File: src/rtl/core/utf8_dec_pkg.sv
`timescale 1ns / 1ps
// ----------------------------------------------------------------------------
// utf8_dec_pkg
// Widths and lead byte patterns shared by the utf-8 byte decoder.
// ----------------------------------------------------------------------------
package utf8_dec_pkg;

    // field and state widths
    localparam int BYTE_W    = 8;
    localparam int CP_W      = 21;
    localparam int PARTIAL_W = 18;
    localparam int REM_W     = 2;
    localparam int CONT_W    = 6;
    localparam int TDATA_W   = ((CP_W + 7) / 8) * 8;

    // lead byte masks and patterns
    localparam logic [BYTE_W-1:0] ASCII_MASK = 8'h80;
    localparam logic [BYTE_W-1:0] ASCII_VAL  = 8'h00;
    localparam logic [BYTE_W-1:0] LEAD2_MASK = 8'hE0;
    localparam logic [BYTE_W-1:0] LEAD2_VAL  = 8'hC0;
    localparam logic [BYTE_W-1:0] LEAD3_MASK = 8'hF0;
    localparam logic [BYTE_W-1:0] LEAD3_VAL  = 8'hE0;
    localparam logic [BYTE_W-1:0] LEAD4_MASK = 8'hF8;
    localparam logic [BYTE_W-1:0] LEAD4_VAL  = 8'hF0;

    // payload masks
    localparam logic [BYTE_W-1:0] CONT_BITS  = 8'h3F;
    localparam logic [BYTE_W-1:0] LEAD2_BITS = 8'h1F;
    localparam logic [BYTE_W-1:0] LEAD3_BITS = 8'h0F;
    localparam logic [BYTE_W-1:0] LEAD4_BITS = 8'h07;

    // continuation bytes still expected after each lead
    localparam logic [REM_W-1:0] REM_NONE  = 2'd0;
    localparam logic [REM_W-1:0] REM_ONE   = 2'd1;
    localparam logic [REM_W-1:0] REM_TWO   = 2'd2;
    localparam logic [REM_W-1:0] REM_THREE = 2'd3;

endpackage

File: src/rtl/core/utf8_byte_decoder.sv
`timescale 1ns / 1ps
// ----------------------------------------------------------------------------
// utf8_byte_decoder
// Lenient utf-8 decoder: one byte in per transaction, code points out.
// ----------------------------------------------------------------------------
// The block takes one byte per cycle and sustains one byte per clock with no
// gaps while m_axis_tready stays high; each result is decoded from the input
// register, which loads on acceptance, through the single decode stage into
// the result register. A stalled result holds the input register and, once
// it is full, drops s_axis_tready until m_axis_tready returns. A lead byte
// starts a 1 to 4 byte sequence; following bytes are used as continuation
// bytes without checking their top bits. Bad lead bytes are dropped silently.
// The byte marked with tlast always yields one result with tlast set; its
// tuser bit (point valid) is clear when no sequence finished on it, and then
// the code point is zero. No overlong, surrogate or range checks.
module utf8_byte_decoder
(
    input  logic        clk,
    input  logic        rst_n,

    input  logic        s_axis_tvalid,
    output logic        s_axis_tready,
    input  logic [7:0]  s_axis_tdata,   // [7:0] in_byte
    input  logic        s_axis_tlast,   // last_byte

    output logic        m_axis_tvalid,
    input  logic        m_axis_tready,
    output logic [23:0] m_axis_tdata,   // [20:0] code_point, [23:21] zero
    output logic        m_axis_tuser,   // point_valid
    output logic        m_axis_tlast    // string_end
);

    localparam int BW = utf8_dec_pkg::BYTE_W;
    localparam int CW = utf8_dec_pkg::CP_W;
    localparam int PW = utf8_dec_pkg::PARTIAL_W;
    localparam int RW = utf8_dec_pkg::REM_W;
    localparam int XW = utf8_dec_pkg::CONT_W;

    // input stage
    logic          in_valid_reg;
    logic [BW-1:0] in_byte_reg;
    logic          in_last_reg;

    // decoder state
    logic [RW-1:0] rem_reg,     rem_next;
    logic [PW-1:0] partial_reg, partial_next;

    // result stage
    logic          out_valid_reg, out_valid_next;
    logic [CW-1:0] out_cp_reg;
    logic          out_pv_reg;
    logic          out_end_reg;

    logic          out_ready;
    logic          fire;
    logic          done;
    logic          emit;
    logic [CW-1:0] cp;
    logic [PW+XW-1:0] acc;

    // handshake
    assign out_ready     = !out_valid_reg || m_axis_tready;
    assign s_axis_tready = !in_valid_reg || out_ready;
    assign fire          = in_valid_reg && out_ready;

    // input register
    always_ff @(posedge clk or negedge rst_n)
    begin
        if (!rst_n)
        begin
            in_valid_reg <= 1'b0;
        end
        else if (s_axis_tready)
        begin
            in_valid_reg <= s_axis_tvalid;
        end
    end

    always_ff @(posedge clk)
    begin
        if (s_axis_tready && s_axis_tvalid)
        begin
            in_byte_reg <= s_axis_tdata;
            in_last_reg <= s_axis_tlast;
        end
    end

    // decode one byte against the current sequence state
    always_comb
    begin
        acc          = {partial_reg, in_byte_reg[XW-1:0]};
        rem_next     = rem_reg;
        partial_next = partial_reg;
        done         = 1'b0;
        cp           = '0;

        if (rem_reg != utf8_dec_pkg::REM_NONE)
        begin
            rem_next = rem_reg - utf8_dec_pkg::REM_ONE;
            if (rem_reg == utf8_dec_pkg::REM_ONE)
            begin
                cp           = acc[CW-1:0];
                done         = 1'b1;
                partial_next = '0;
            end
            else
            begin
                partial_next = acc[PW-1:0];
            end
        end
        else if ((in_byte_reg & utf8_dec_pkg::ASCII_MASK) == utf8_dec_pkg::ASCII_VAL)
        begin
            cp   = CW'(in_byte_reg);
            done = 1'b1;
        end
        else if ((in_byte_reg & utf8_dec_pkg::LEAD2_MASK) == utf8_dec_pkg::LEAD2_VAL)
        begin
            partial_next = PW'(in_byte_reg & utf8_dec_pkg::LEAD2_BITS);
            rem_next     = utf8_dec_pkg::REM_ONE;
        end
        else if ((in_byte_reg & utf8_dec_pkg::LEAD3_MASK) == utf8_dec_pkg::LEAD3_VAL)
        begin
            partial_next = PW'(in_byte_reg & utf8_dec_pkg::LEAD3_BITS);
            rem_next     = utf8_dec_pkg::REM_TWO;
        end
        else if ((in_byte_reg & utf8_dec_pkg::LEAD4_MASK) == utf8_dec_pkg::LEAD4_VAL)
        begin
            partial_next = PW'(in_byte_reg & utf8_dec_pkg::LEAD4_BITS);
            rem_next     = utf8_dec_pkg::REM_THREE;
        end

        // end of string drops any unfinished sequence
        if (in_last_reg)
        begin
            rem_next     = utf8_dec_pkg::REM_NONE;
            partial_next = '0;
        end

        emit = done || in_last_reg;
    end

    // sequence state
    always_ff @(posedge clk or negedge rst_n)
    begin
        if (!rst_n)
        begin
            rem_reg     <= utf8_dec_pkg::REM_NONE;
            partial_reg <= '0;
        end
        else if (fire)
        begin
            rem_reg     <= rem_next;
            partial_reg <= partial_next;
        end
    end

    // result register
    always_comb
    begin
        out_valid_next = out_valid_reg && !m_axis_tready;
        if (fire && emit)
        begin
            out_valid_next = 1'b1;
        end
    end

    always_ff @(posedge clk or negedge rst_n)
    begin
        if (!rst_n)
        begin
            out_valid_reg <= 1'b0;
        end
        else
        begin
            out_valid_reg <= out_valid_next;
        end
    end

    always_ff @(posedge clk)
    begin
        if (fire && emit)
        begin
            out_cp_reg  <= cp;
            out_pv_reg  <= done;
            out_end_reg <= in_last_reg;
        end
    end

    assign m_axis_tvalid = out_valid_reg;
    assign m_axis_tdata  = {(utf8_dec_pkg::TDATA_W - CW)'(0), out_cp_reg};
    assign m_axis_tuser  = out_pv_reg;
    assign m_axis_tlast  = out_end_reg;

    // a result without a code point only comes from the end of a string
    a_invalid_only_at_end: assert property (@(posedge clk) disable iff (!rst_n)
        (m_axis_tvalid && !m_axis_tuser) |-> (m_axis_tlast && m_axis_tdata == '0))
        else $error("result without code point outside string end");

    // the end of a string leaves no sequence open
    a_end_clears_state: assert property (@(posedge clk) disable iff (!rst_n)
        (fire && in_last_reg) |=> (rem_reg == utf8_dec_pkg::REM_NONE && partial_reg == '0))
        else $error("sequence state not cleared after string end");

    // gathered payload never exceeds what the pending byte count allows
    a_partial_one: assert property (@(posedge clk) disable iff (!rst_n)
        (rem_reg == utf8_dec_pkg::REM_ONE) |-> (partial_reg[PW-1:15] == '0))
        else $error("partial bits too wide with one byte left");

    a_partial_more: assert property (@(posedge clk) disable iff (!rst_n)
        (rem_reg == utf8_dec_pkg::REM_TWO) |-> (partial_reg[PW-1:9] == '0))
        else $error("partial bits too wide with two bytes left");

endmodule

File: config.mk
export PLATFORM = sky130hd
export DESIGN_NAME = utf8_byte_decoder
export DESIGN_NICKNAME = d
export VERILOG_FILES = /design/src/rtl/core/utf8_dec_pkg.sv /design/src/rtl/core/utf8_byte_decoder.sv
export SDC_FILE = /design/constraint.sdc
export NUM_CORES = 1
export LEC_CHECK = 0
export BUFFER_PORTS_ARGS = -buffer_cell sky130_fd_sc_hd__buf_2
export CORE_MARGIN = 5
export CORE_UTILIZATION = 48
export CTS_CLUSTER_SIZE = 14
export DETAILED_ROUTE_END_ITERATION = 16
export GPL_TIMING_DRIVEN = 0
export PLACE_DENSITY = 0.74
export SYNTH_ARGS = -nofsm -noshare
export SYNTH_HDL_FRONTEND = slang
export SYNTH_SLANG_ARGS = --single-unit
File: constraint.sdc
create_clock -name clk -period 2.3 [get_ports clk]
set_input_delay 0.115 -clock clk [delete_from_list [all_inputs] [get_ports clk]]
set_output_delay 0.115 -clock clk [all_outputs]
set_load 0.03 [all_outputs]
==> impl_metrics.env <==
export IMPL_antenna_found_initial=0
export IMPL_skew_ps=7.38
export IMPL_clock_root_buffer="clkbuf_8"
export IMPL_netlist_area_mm2=0.00208
export IMPL_dp_cells=240
export IMPL_worst_pin_slew_ps=611
export IMPL_clock_latency_ps=290
export IMPL_status="finished clean"
export IMPL_grt_max_degree=24
export IMPL_critical_path_class="reg -> reg"
export IMPL_cts_made_buffers=5
export IMPL_tns_ps=0
export IMPL_synth_top_area_share_pct=46.2
export IMPL_antenna_cells=0
export IMPL_fmax_mhz=463
export IMPL_setup_viol=0
export IMPL_fp_dieW_um=75.9
export IMPL_worstHoldPathType="in -> reg"
export IMPL_yosys_register_bits=51
export IMPL_initial_utilization_pct=48.5
export IMPL_largest_register_ffs=21
export IMPL_finalHoldViolCount=0
export IMPL_whs_ps=16.7
export IMPL_drc=0
export IMPL_final_cell_mix="38 x buf_2, 32 x edfxtp_1, 21 x and2_1, 19 x dfrtp_1"
export IMPL_syn_to_final_growth_pct=23.2
export IMPL_rsz0062_at_grt="false"
export IMPL_maxSlewHeadroom_pct=59.3
export IMPL_period_share_pct=93.8
export IMPL_gp_congestion=0.835
export IMPL_cts_setup_buffers=0
export IMPL_critPathRequiredTime_ps=2260
export IMPL_wl_per_cell_um=14.9
export IMPL_overflow=0
export IMPL_cp_end_kind="flop"
export IMPL_cts_buffer_depth=2
export IMPL_finalCriticalPeriod_ps=2160
export IMPL_wirelength_um=3860
export IMPL_fin_util_pct=59.7
export IMPL_cts_tree="built"
export IMPL_slew_viol_final=0
export IMPL_power_density_mw_per_mm2=984
export IMPL_power_leakage_uw=0.00121
export IMPL_cts_sinks=51
export IMPL_final_common_cell="buf_2"
export IMPL_die_h_um=75.9
export IMPL_netlist_instances=149
export IMPL_synth_top_area_cell="edfxtp_1"
export IMPL_groute_usage_overall_pct=14.2
export IMPL_grt_pass1_vias=1266
export IMPL_vias=1323
export IMPL_avgSynthCellArea_um2=14.0
export IMPL_worst_setup_path_start_kind="flop"
export IMPL_irDropWorstVdd_mv=0.585
export IMPL_ys_types=35
export IMPL_drt_first_pass_iters=4
export IMPL_cp_arrival_ps=2110
export IMPL_antenna_left=0
export IMPL_io_pins=41
export IMPL_final_cells=259
export IMPL_drv_cap=0
export IMPL_die_area_mm2=0.00575
export IMPL_rrSetupSlack_ps=140
export IMPL_cts_reportedPaths_clkPinSlew_ps=80
export IMPL_place_hpwl_um=2640
export IMPL_grt_pass1_wl_um=6010
export IMPL_vias_per_cell=5.11
export IMPL_rows=24
export IMPL_portBuffers=37
export IMPL_synth_area_leaders="edfxtp_1 46%, dfrtp_1 23%, and2_1 6.3%, a21o_1 3.6%, and3_1 3.0%"
export IMPL_drive_gt1_share_pct=26.6
export IMPL_fin_nets=219
export IMPL_core_area_mm2=0.00429
export IMPL_htreeDepth=2
export IMPL_path_max_fanout=12
export IMPL_yosys_warnings=0
export IMPL_drt_iter0_drc=96
export IMPL_seq_area_frac_synth_pct=69.0
[stage by stage]
step	power [uW]	worst slack, ps	instance area, um^2
2_1_floorplan	1730	308	2090
3_3_place_gp	1900	-166	2340
3_5_place_dp	1930	-276	2340
4_1_cts	2530	56.0	2550
5_1_grt	2650	53.6	2560
6_report	2520	141	2560
[layout make-up]
cell class                 count  area [um^2]
fill                         365         1730
timing repair buffer          47          285
clock buffer                   7         76.3
tap                           52         65.1
sequential                    51         1440
clock inverter                 1         30.0
inverter                       5         18.8
buffer                         8         58.8
multi-input combinational     88          594
[power breakdown]
part | total (uW) | internal [uW] | switching, uW
Combinational | 680 | 224 | 456
Clock | 591 | 325 | 265
Sequential | 1250 | 1160 | 91.7
[per-layer routing]
metal	wire, um	up-vias	global-route usage (%)
li1	-	638	-
met1	1560	655	17.2
met2	2090	26	25.1
met3	175	4	3.83
met4	36	0	3.50
met5	0	-	0
[final timing paths]
kind                               start              end  cells past startpoint
max                           rem_reg[0]   out_cp_reg[20]                      4
min reg2reg                  in_last_reg     m_axis_tlast                      0
max in group asynchronous          rst_n   partial_reg[7]                      2
min                        s_axis_tvalid     in_valid_reg                      2
min in group asynchronous          rst_n  partial_reg[13]                      2
max reg2reg                   rem_reg[0]   out_cp_reg[20]                      4
[synth_stat cells]
cell / instances
o31ai_1: 1
nand3_1: 1
o22ai_1: 1
a21o_1: 10
edfxtp_1: 32
nand2b_1: 2
and3b_1: 1
nor2_1: 6
nor3_1: 2
a21o_4: 1
nand2_1: 6
nand2_2: 1
nor4b_1: 1
dfrtp_1: 19
conb_1: 1
buf_2: 1
mux2i_1: 3
and2_1: 21
a21oi_1: 2
buf_12: 1
o41ai_1: 1
and2_2: 1
a2111oi_4: 1
inv_1: 5
or4_1: 1
a22oi_1: 1
nor3b_1: 1
a211oi_1: 1
o21ai_0: 3
o2bb2ai_2: 1
buf_4: 3
clkbuf_1: 3
nor2b_1: 3
and3_1: 10
nand3b_1: 1
[kinds of logic (layout without fill, tap and decap cells)]
group	after synthesis	count (layout)	share of synthesized area [%]
compound gates	23	23	9.38
buf+inv	13	68	3.73
flops	51	51	69.0
mux	3	3	1.44
other cells	1	3	0.180
simple gates	58	59	16.3
[worst max-delay path, cell delays in order (launching register included)]
cell	delay, ps
dfrtp_1	510
inv_1	140
a21oi_1	530
nor2_1	260
nor2_4	380
[repair_timing]
| action | 4_1_cts | 5_1_grt |
|---|---|---|
| endpoints found under the hold margin | 28 | 0 |
| gates resized for setup | 1 | 1 |
| cloned | 0 | 1 |
| endpoints found under the setup margin | 23 | 23 |
| hold buffers | 10 | 0 |
| pin swaps | 0 | 0 |
Power figures use the tool's default switching activity.
